File: src/sv/qtg_pkg.sv
package qtg_pkg;

    localparam int AXES         = 8;
    localparam int AXIS_W       = 3;
    localparam int NCOEF        = 6;
    localparam int CSTORE_DEPTH = AXES * NCOEF;
    localparam int CSTORE_AW    = $clog2(CSTORE_DEPTH);
    localparam int OUT_COUNT    = (AXES < 8) ? AXES : 8;
    localparam int PADDR_W      = 3;

    localparam logic FUNC_LOAD = 1'b0;
    localparam logic FUNC_EVAL = 1'b1;

    localparam logic REG_FINAL_TIME = 1'b0;

    typedef enum logic [4:0] {
        ST_IDLE,
        ST_LD_WR,
        ST_LD_TT,
        ST_LD_NINIT,
        ST_LD_NUM,
        ST_LD_ABS,
        ST_LD_DIV,
        ST_LD_WAIT,
        ST_LD_ROUND,
        ST_EV_RD,
        ST_EV_INIT,
        ST_EV_H1,
        ST_EV_H2,
        ST_EV_H3,
        ST_EV_H4,
        ST_EV_CONV,
        ST_EV_EMIT
    } state_t;

    function automatic logic [5:0] deriv_mult(input logic [1:0] d, input logic [2:0] i);
        logic [5:0] m;
        m = 6'd0;
        case (d)
            2'd0: m = (i <= 3'd5) ? 6'd1 : 6'd0;
            2'd1: begin
                case (i)
                    3'd1: m = 6'd1;
                    3'd2: m = 6'd2;
                    3'd3: m = 6'd3;
                    3'd4: m = 6'd4;
                    3'd5: m = 6'd5;
                    default: m = 6'd0;
                endcase
            end
            2'd2: begin
                case (i)
                    3'd2: m = 6'd2;
                    3'd3: m = 6'd6;
                    3'd4: m = 6'd12;
                    3'd5: m = 6'd20;
                    default: m = 6'd0;
                endcase
            end
            default: begin
                case (i)
                    3'd3: m = 6'd6;
                    3'd4: m = 6'd24;
                    3'd5: m = 6'd60;
                    default: m = 6'd0;
                endcase
            end
        endcase
        return m;
    endfunction

endpackage

File: src/sv/qtg_div.sv
module qtg_div import qtg_pkg::*; (
    input  logic         aclk,
    input  logic         aresetn,
    input  logic         start,
    input  logic [127:0] dividend,
    input  logic [31:0]  divisor,
    output logic         busy,
    output logic         done,
    output logic [127:0] quotient
);

    logic         busy_reg;
    logic         done_reg;
    logic [6:0]   cnt_reg;
    logic [127:0] quo_reg;
    logic [31:0]  rem_reg;
    logic [31:0]  div_reg;
    logic [32:0]  trial;
    logic         fits;

    assign trial = {rem_reg, quo_reg[127]};
    assign fits  = trial >= {1'b0, div_reg};

    always_ff @(posedge aclk) begin
        if (!aresetn) begin
            busy_reg <= 1'b0;
            done_reg <= 1'b0;
        end else begin
            done_reg <= 1'b0;
            if (start) begin
                busy_reg <= 1'b1;
            end else if (busy_reg && cnt_reg == 7'd127) begin
                busy_reg <= 1'b0;
                done_reg <= 1'b1;
            end
        end
    end

    always_ff @(posedge aclk) begin
        if (start) begin
            quo_reg <= dividend;
            rem_reg <= '0;
            div_reg <= divisor;
            cnt_reg <= '0;
        end else if (busy_reg) begin
            rem_reg <= fits ? 32'(trial - {1'b0, div_reg}) : trial[31:0];
            quo_reg <= {quo_reg[126:0], fits};
            cnt_reg <= cnt_reg + 7'd1;
        end
    end

    assign busy     = busy_reg;
    assign done     = done_reg;
    assign quotient = quo_reg;

endmodule

File: config.mk
export PLATFORM = sky130hd
export DESIGN_NAME = qtg_div
export DESIGN_NICKNAME = d
export VERILOG_FILES = /design/src/sv/qtg_pkg.sv /design/src/sv/qtg_div.sv
export SDC_FILE = /design/constraint.sdc
export NUM_CORES = 1
export LEC_CHECK = 0
export ABC_AREA = 1
export BUFFER_PORTS_ARGS = -buffer_cell sky130_fd_sc_hd__buf_2
export CORE_MARGIN = 2
export CORE_UTILIZATION = 55
export DETAILED_ROUTE_END_ITERATION = 8
export PLACE_DENSITY_LB_ADDON = 0.25
export SLEW_MARGIN = 20
export SYNTH_ARGS = -nofsm -noshare
export SYNTH_HDL_FRONTEND = slang
export SYNTH_SLANG_ARGS = --single-unit
export TNS_END_PERCENT = 10
File: constraint.sdc
create_clock -name aclk -period 10.9 [get_ports aclk]
set_input_delay 1.09 -clock aclk [delete_from_list [all_inputs] [get_ports aclk]]
set_output_delay 1.09 -clock aclk [all_outputs]
set_load 0.02 [all_outputs]
==> metrics.md, run 1 <==
| Metric | Value |
|---|---|
| Worst Path Max Fanout | 73 |
| Synth area leaders | edfxtp_1 (44%), nand2_1 (24%), dfxtp_1 (7.5%), inv_1 (6.3%), ha_1 (3.8%) |
| Leak | 0.007062 µW |
| Fin cells | 1,967 |
| Critical path type | primary input to register |
| CTS Hold Buffers Added | 0 |
| Max-capacitance violation count | 0 |
| DP Area | 0.01255 mm² |
| CP max stage cell | clkinv_1 |
| Setup-failing EPs final | 0 |
| Share of layout cells above drive strength 1 | 0.2026 |
| Number of synthesized flops with an enable pin | 160 |
| Antenna violations before repair | 5 |
| Dpl cells | 1,923 |
| Synth Register Bits | 201 |
| Die height | 144.9 µm |
| Delay-heaviest family, CP | buffers and inverters |
| TNS Setup | 0 ns |
| FP Rows | 51 |
| Post-Syn Nets | 1,603 |
| Fillers | 1,665 |
| Seq/Total Area, Yosys | 0.5151 |
| Commonest non-fill, non-tap cell in the layout | nand2_1 |
| Ys async rst share | 0 |
| Setup bufs post-CTS | 0 |
| Syn_area_per_cell | 7.767 µm² |
| Die W | 144.9 µm |
| Drt pass-1 iters | 5 |
| Drt via density | 4.983 |
| DRC | 0 |
| Clock Latency Late Sink | between 0.5 and 0.6 ns |
| Worst path arrival time | ~3.7 ns |
| Core area | 0.01946 mm² |
| Post-synthesis cell count | around 1,400 |
| Initial Util | 0.5611 |
| Vias in the first global route | about 9,400 |
| Routed len/inst | 14.86 µm |
| CP Cell Sequence | buf_6 > clkinv_2 > nand2_1 > clkinv_1 > nand3_1 > o21ai_0 |
| Global-route wire length before repair | 46,820 µm |
| Cell taking the most area after synthesis | edfxtp_1 |
| GRT overflow | 0 |
| Layout Nets | 1,879 |
| Min Hold Slack | 0.4736 ns |
| Endpoint class of the critical path | register |
| Worst slew pin tran | ~1.1 ns |
| Largest net degree at the start of global routing | 95 |
| GRT Overall Usage | 0.2732 |
| Post-DP HPWL | ~21,000 µm |
| Yosys warning count | 0 |
| CP Launch Type | primary input |
| # port buffers | 292 |
| Area growth syn-to-layout | 21.02% |
| Final instance area | 0.01322 mm² |
| Leading cell types in the layout, fill and taps excluded | nand2_1 (705), buf_2 (291), inv_1 (182), edfxtp_1 (160), nand3_1 (82) |
| PwrDens | 144.9 mW/mm² |
| CTS tree | done |
| RSZ-0062 raised after global routing | false |
| Final hold violation count | 0 |
| Worst relative slew slack | 0.2811 |
| Synth Flop Type | edfxtp_1 |
| Fin crit period | 3.326 ns |
| Share of Yosys cell area claimed by the top area cell type | 0.4400 |
| Final wirelength | 29,220 µm |
| Fin crit share | 0.3051 |
| Clock root buffer | clkbuf_16 |
| Synthesized area | 0.01092 mm² |
| Critical Path Max Stage Delay | 0.85 ns |
| Die area | 0.02100 mm² |
| Largest register FFs | 128 |
| Final-report max-slew violation count | 0 |
| Ports | ~290 |
| Max Fclk | ~0.3 GHz |
| CTS Buffer Depth | 3 |
| Critical path buffer and inverter count | 3 |
| DR vias | 9,801 |
| Clock skew | ~0.009 ns |
| Status | complete, no violations |
| Clk pin slew, worst setup/hold paths | ~0.06 ns |
| Drt initial violations | 636 |
| Library cells used by synthesis | 36 |
| Post-route ant nets | 0 |
| Cts repair resizes | 0 |
| Global placer's final weighted congestion | 0.9567 |
| Clk sinks | 201 |
| Critical Path RT | 11.26 ns |
| Num CTS Buffers | 22 |
| H-tree depth | 1 |
| Tightest Hold Check Type | register to register |
| IR drop worst, VDD | 0.1178 mV |
## stage by stage
stage | utilization | total power (µW) | worst slack [ns]
5_1_grt | 0.6787 | 1990 | 7.330
3_3_place_gp | 0.6446 | 1236 | 7.118
2_1_floorplan | - | 1125 | 5.154
6_report | 0.6791 | 1915 | 7.574
4_1_cts | 0.6786 | 1929 | 7.605
3_5_place_dp | 0.6446 | 1241 | 7.063
## layout make-up
type                            count  area [µm²]  area share
Sequential cell                   201        5625      0.4256
Clock buffer                       30       590.6     0.04468
Tap cell                          265       331.6     0.02509
Timing Repair Buffer              296        1498      0.1133
Antenna cell                        4       10.01   0.0007574
Multi-Input combinational cell    976        4393      0.3324
Clock inverter                     10       70.07    0.005302
Inverter                          185       698.2     0.05283
## worst paths after layout
path | from | slack (ns) | end | depth (start not counted)
max | start | 7.57 | rem_reg[1] | 6
min | rem_reg[15] | 0.47 | rem_reg[15] | 2
max reg2reg | rem_reg[19] | 7.83 | rem_reg[12] | 14
min reg2reg | rem_reg[15] | 0.47 | rem_reg[15] | 2
## worst reg2reg max path: stages (launching register included)
cell and delay [ns]:
dfxtp_1 0.33, ha_1 0.43, nand2_2 0.17, inv_1 0.05, nand2_1 0.09, nand2_1 0.08
nand2_1 0.07, nand2_1 0.06, nand2_1 0.07, nand2_1 0.08, nor2_4 0.73, nand2_4 0.41
nand2_1 0.24, nand3_1 0.09, o21ai_1 0.11
## synth_stat cells, types with 5 or more instances
library cell and number:
a21oi_1 23, clkbuf_1 30, dfxtp_1 41, edfxtp_1 160, ha_1 33, inv_1 183
nand2_1 705, nand2_2 6, nand3_1 82, nand3b_1 15, nand4_1 8, nor2_1 42
nor2_2 5, nor3_1 6, o21ai_0 7, o21ai_1 8, xnor2_1 13
## metal layers
layer,global-route usage,part of all wire,vias to the layer above
met1,0.3336,0.41,4442
met5,0,0.00082,-
met4,0.08960,0.030,4
li1,-,-,4952
met3,0.06604,0.070,65
met2,0.4767,0.49,338
## report_power, final
group          internal, µW  switching, µW
Clock                   382            306
Sequential              905           33.5
Combinational          94.7            193
## cell families (layout without fill, tap and decap cells)
family	after synthesis	after routing	share of synthesized area
and+or+nand+nor	880	880	0.3272
other	0	4	0
AOI/OAI and AO/OA	47	47	0.02337
buffers and inverters	229	521	0.08261
DFF	201	201	0.5151
xor gates and xnor gates	15	15	0.01203
adders and majority gates	34	34	0.03964
Power figures use the tool's default switching activity.
==> run 2, diff against run 1 <==
- CORE_UTILIZATION: 55 -> 48
- clock period: 10.9 -> 3.05 ns (I/O delays scaled with it)
==> metrics.md, run 2 (same netlist as run 1, synthesis figures left out) <==
| Metric | Value |
|---|---|
| CTS tree | done (unchanged) |
| Worst path arrival time | 3.02 ns (was 3.69 ns) |
| Dpl cells | 1,951 (was 1,923) |
| Vias in the first global route | 9,405 (was 9,417) |
| Die height | 154.8 µm (was 144.9 µm) |
| Clock root buffer | clkbuf_16 (unchanged) |
| Delay-heaviest family, CP | simple AND/OR/NAND/NOR gates (was buffers and inverters) |
| Max Fclk | 0.3867 GHz |
| H-tree depth | 1 (unchanged) |
| Clk sinks | 201 (unchanged) |
| Routed len/inst | 15.01 µm (was 14.86 µm) |
| Final-report max-slew violation count | 0 (unchanged) |
| Largest register FFs | 128 (unchanged) |
| Status | complete, no violations (unchanged) |
| DR vias | 9,771 (was 9,801) |
| Largest net degree at the start of global routing | 101 (was 95) |
| Drt pass-1 iters | 5 (unchanged) |
| Switch share | 0.2683 (was 0.2782) |
| FP Rows | 55 (was 51) |
| CP max stage cell | nor2_4 (was clkinv_1) |
| Pint | 5186 µW (was 1382 µW) |
| Flop pwr share | 0.472 (was 0.490) |
| Area of the multi-input gates | 0.004393 mm² (unchanged) |
| Clock Latency Late Sink | 0.52 ns (about the same) |
| DRC | 0 (unchanged) |
| Setup bufs post-CTS | 0 (unchanged) |
| Area growth syn-to-layout | 25.46% (was 21.02%) |
| Antenna violations before repair | 1 (was 5) |
| Critical Path Max Stage Delay | 0.39 ns (was 0.85 ns) |
| Commonest non-fill, non-tap cell in the layout | nand2_1 (unchanged) |
| Endpoint class of the critical path | register (unchanged) |
| Critical Path RT | 3.48 ns (was 11.26 ns) |
| CTS Buffer Depth | 3 (unchanged) |
| Clock power share | 0.375 (was 0.359) |
| Fin crit share | 0.8480 |
| Max-capacitance violation count | 0 (unchanged) |
| Setup-failing EPs final | 0 (unchanged) |
| DP Area | 0.01266 mm² (was 0.01255 mm²) |
| Fin crit period | 2.586 ns |
| Final instance area | 0.01370 mm² (was 0.01322 mm²) |
| Ports | 293 (unchanged) |
| Drt initial violations | 667 (was 636) |
| Fin cells | 2,026 (was 1,967) |
| Critical path buffer and inverter count | 2 (was 3) |
| IR drop worst, VDD | 0.3535 mV (was 0.1178 mV) |
| Register area | 0.005625 mm² (unchanged) |
| Switching Power | 1902 µW (was 532.7 µW) |
| Initial Util | 0.4853 (was 0.5611) |
| TNS Setup | 0 ns (unchanged) |
| CP Launch Type | register (was primary input) |
| Num CTS Buffers | 23 (was 22) |
| Post-DP HPWL | 22,500 µm (was 21,500 µm) |
| RSZ-0062 raised after global routing | false (unchanged) |
| Worst relative slew slack | 0.4039 (was 0.2811) |
| Critical path type | register to register (was primary input to register) |
| Clock skew | 0.01900 ns (was 0.008972 ns) |
| Worst slew pin tran | 0.8941 ns (was 1.072 ns) |
| Comb power frac | 0.153 (was 0.150) |
| Final wirelength | 30,420 µm (was 29,220 µm) |
| Tightest Hold Check Type | primary input to register (was register to register) |
| Final hold violation count | 0 (unchanged) |
| Post-route ant nets | 0 (unchanged) |
| # port buffers | 292 (unchanged) |
| Layout Nets | 1,920 (was 1,879) |
| PwrDens | 517.4 mW/mm² (was 144.9 mW/mm²) |
| Fillers | 2,085 (was 1,665) |
| GRT overflow | 0 (unchanged) |
| Clk pin slew, worst setup/hold paths | 0.06 ns (about the same) |
| Leak | 0.007275 µW (was 0.007062 µW) |
| Core area | 0.02250 mm² (was 0.01946 mm²) |
| GRT Overall Usage | 0.2524 (was 0.2732) |
| PnR Total Power | 7088 µW (was 1915 µW) |
| Global placer's final weighted congestion | 0.9152 (was 0.9567) |
| Critical path's most frequent cell | nand2_1 |
| Worst Path Max Fanout | 32 (was 73) |
| Drt via density | 4.823 (was 4.983) |
| Share of layout cells above drive strength 1 | 0.2040 (was 0.2026) |
| Die area | 0.02397 mm² (was 0.02100 mm²) |
| Global-route wire length before repair | 48,440 µm (was 46,820 µm) |
| Die W | 154.8 µm (was 144.9 µm) |
| CP Cell Sequence | inv_1 > ha_1 > nand2_2 > inv_1 > a21oi_1 > nand2_1 > nand2_1 > nand2_1 > nor2_4 > nand2_4 > nand2_1 > nand3_1 > o21ai_1 (was buf_6 > clkinv_2 > nand2_1 > clkinv_1 > nand3_1 > o21ai_0) |
| Leading cell types in the layout, fill and taps excluded | nand2_1 (705), buf_2 (291), inv_1 (182), edfxtp_1 (160), nand3_1 (82) (unchanged) |
[run 2: changes by cell type in the layout (fill, tap and decap cells not counted), sizes merged]
cell / previous run / this run
bufinv: 0 / 2
dlygate4sd3: 0 / 32
diode: 4 / 1
clkinv: 12 / 10
buf: 296 / 304
inv: 183 / 185
[run 2: final cells by class]
type	count	area share
Antenna cell	1	0.0001826
Multi-Input combinational cell	976	0.3206
Clock inverter	12	0.007945
Sequential cell	201	0.4106
Tap cell	285	0.02603
Inverter	185	0.05105
Timing Repair Buffer	336	0.1389
Clock buffer	30	0.04466
[run 2: repair_timing]
item | 4_1_cts | 5_1_grt
endpoints found under the hold margin | 32 | 0
resized for setup | 0 | 0
hold buffers | 32 | 0
setup endpoints to repair | 0 | 0
[run 2: final timing paths]
path,from,end,slack [ns],cells past startpoint
setup / recovery,div_reg[24],rem_reg[2],0.46,13
hold / removal,aresetn,busy,0.05,3
hold reg to reg,rem_reg[26],rem_reg[26],0.48,2
setup reg to reg,div_reg[24],rem_reg[2],0.46,13
[run 2: metrics by stage]
stage	hold WS [ns]	setup slack, ns	utilization
global placement	0.4604	0.5467	0.5625
global route	0.03970	0.2344	0.6087
detailed placement	0.4607	0.5127	0.5625
CTS	0.03353	0.4711	0.6087
floorplan	0.4039	0.09971	-
finish	0.04769	0.4637	0.6088
[run 2: per-layer routing]
layer / up-vias / GRT usage / share of wire
met5: - / 0 / 0.00043
met4: 2 / 0.06922 / 0.024
met3: 56 / 0.06556 / 0.078
met2: 338 / 0.4326 / 0.48
met1: 4344 / 0.3172 / 0.42
li1: 5031 / - / -
[run 2: power groups by stage]
stage               sequential [µW]  clock (µW)  combinational (µW)
floorplan                      3620           0                 397
global placement               3400           0                1040
detailed placement             3390           0                1060
CTS                            3350        2730                1090
global route                   3370        2830                1190
finish                         3350        2660                1080
[run 2: worst register-to-register path, delay by kind of cell, from the launching register on]
family          cells  cell delay (ns)
simple gates        8             1.42
fa+ha+maj           1             0.36
flops               1             0.32
compound gates      2             0.31
buf+inv             2             0.09
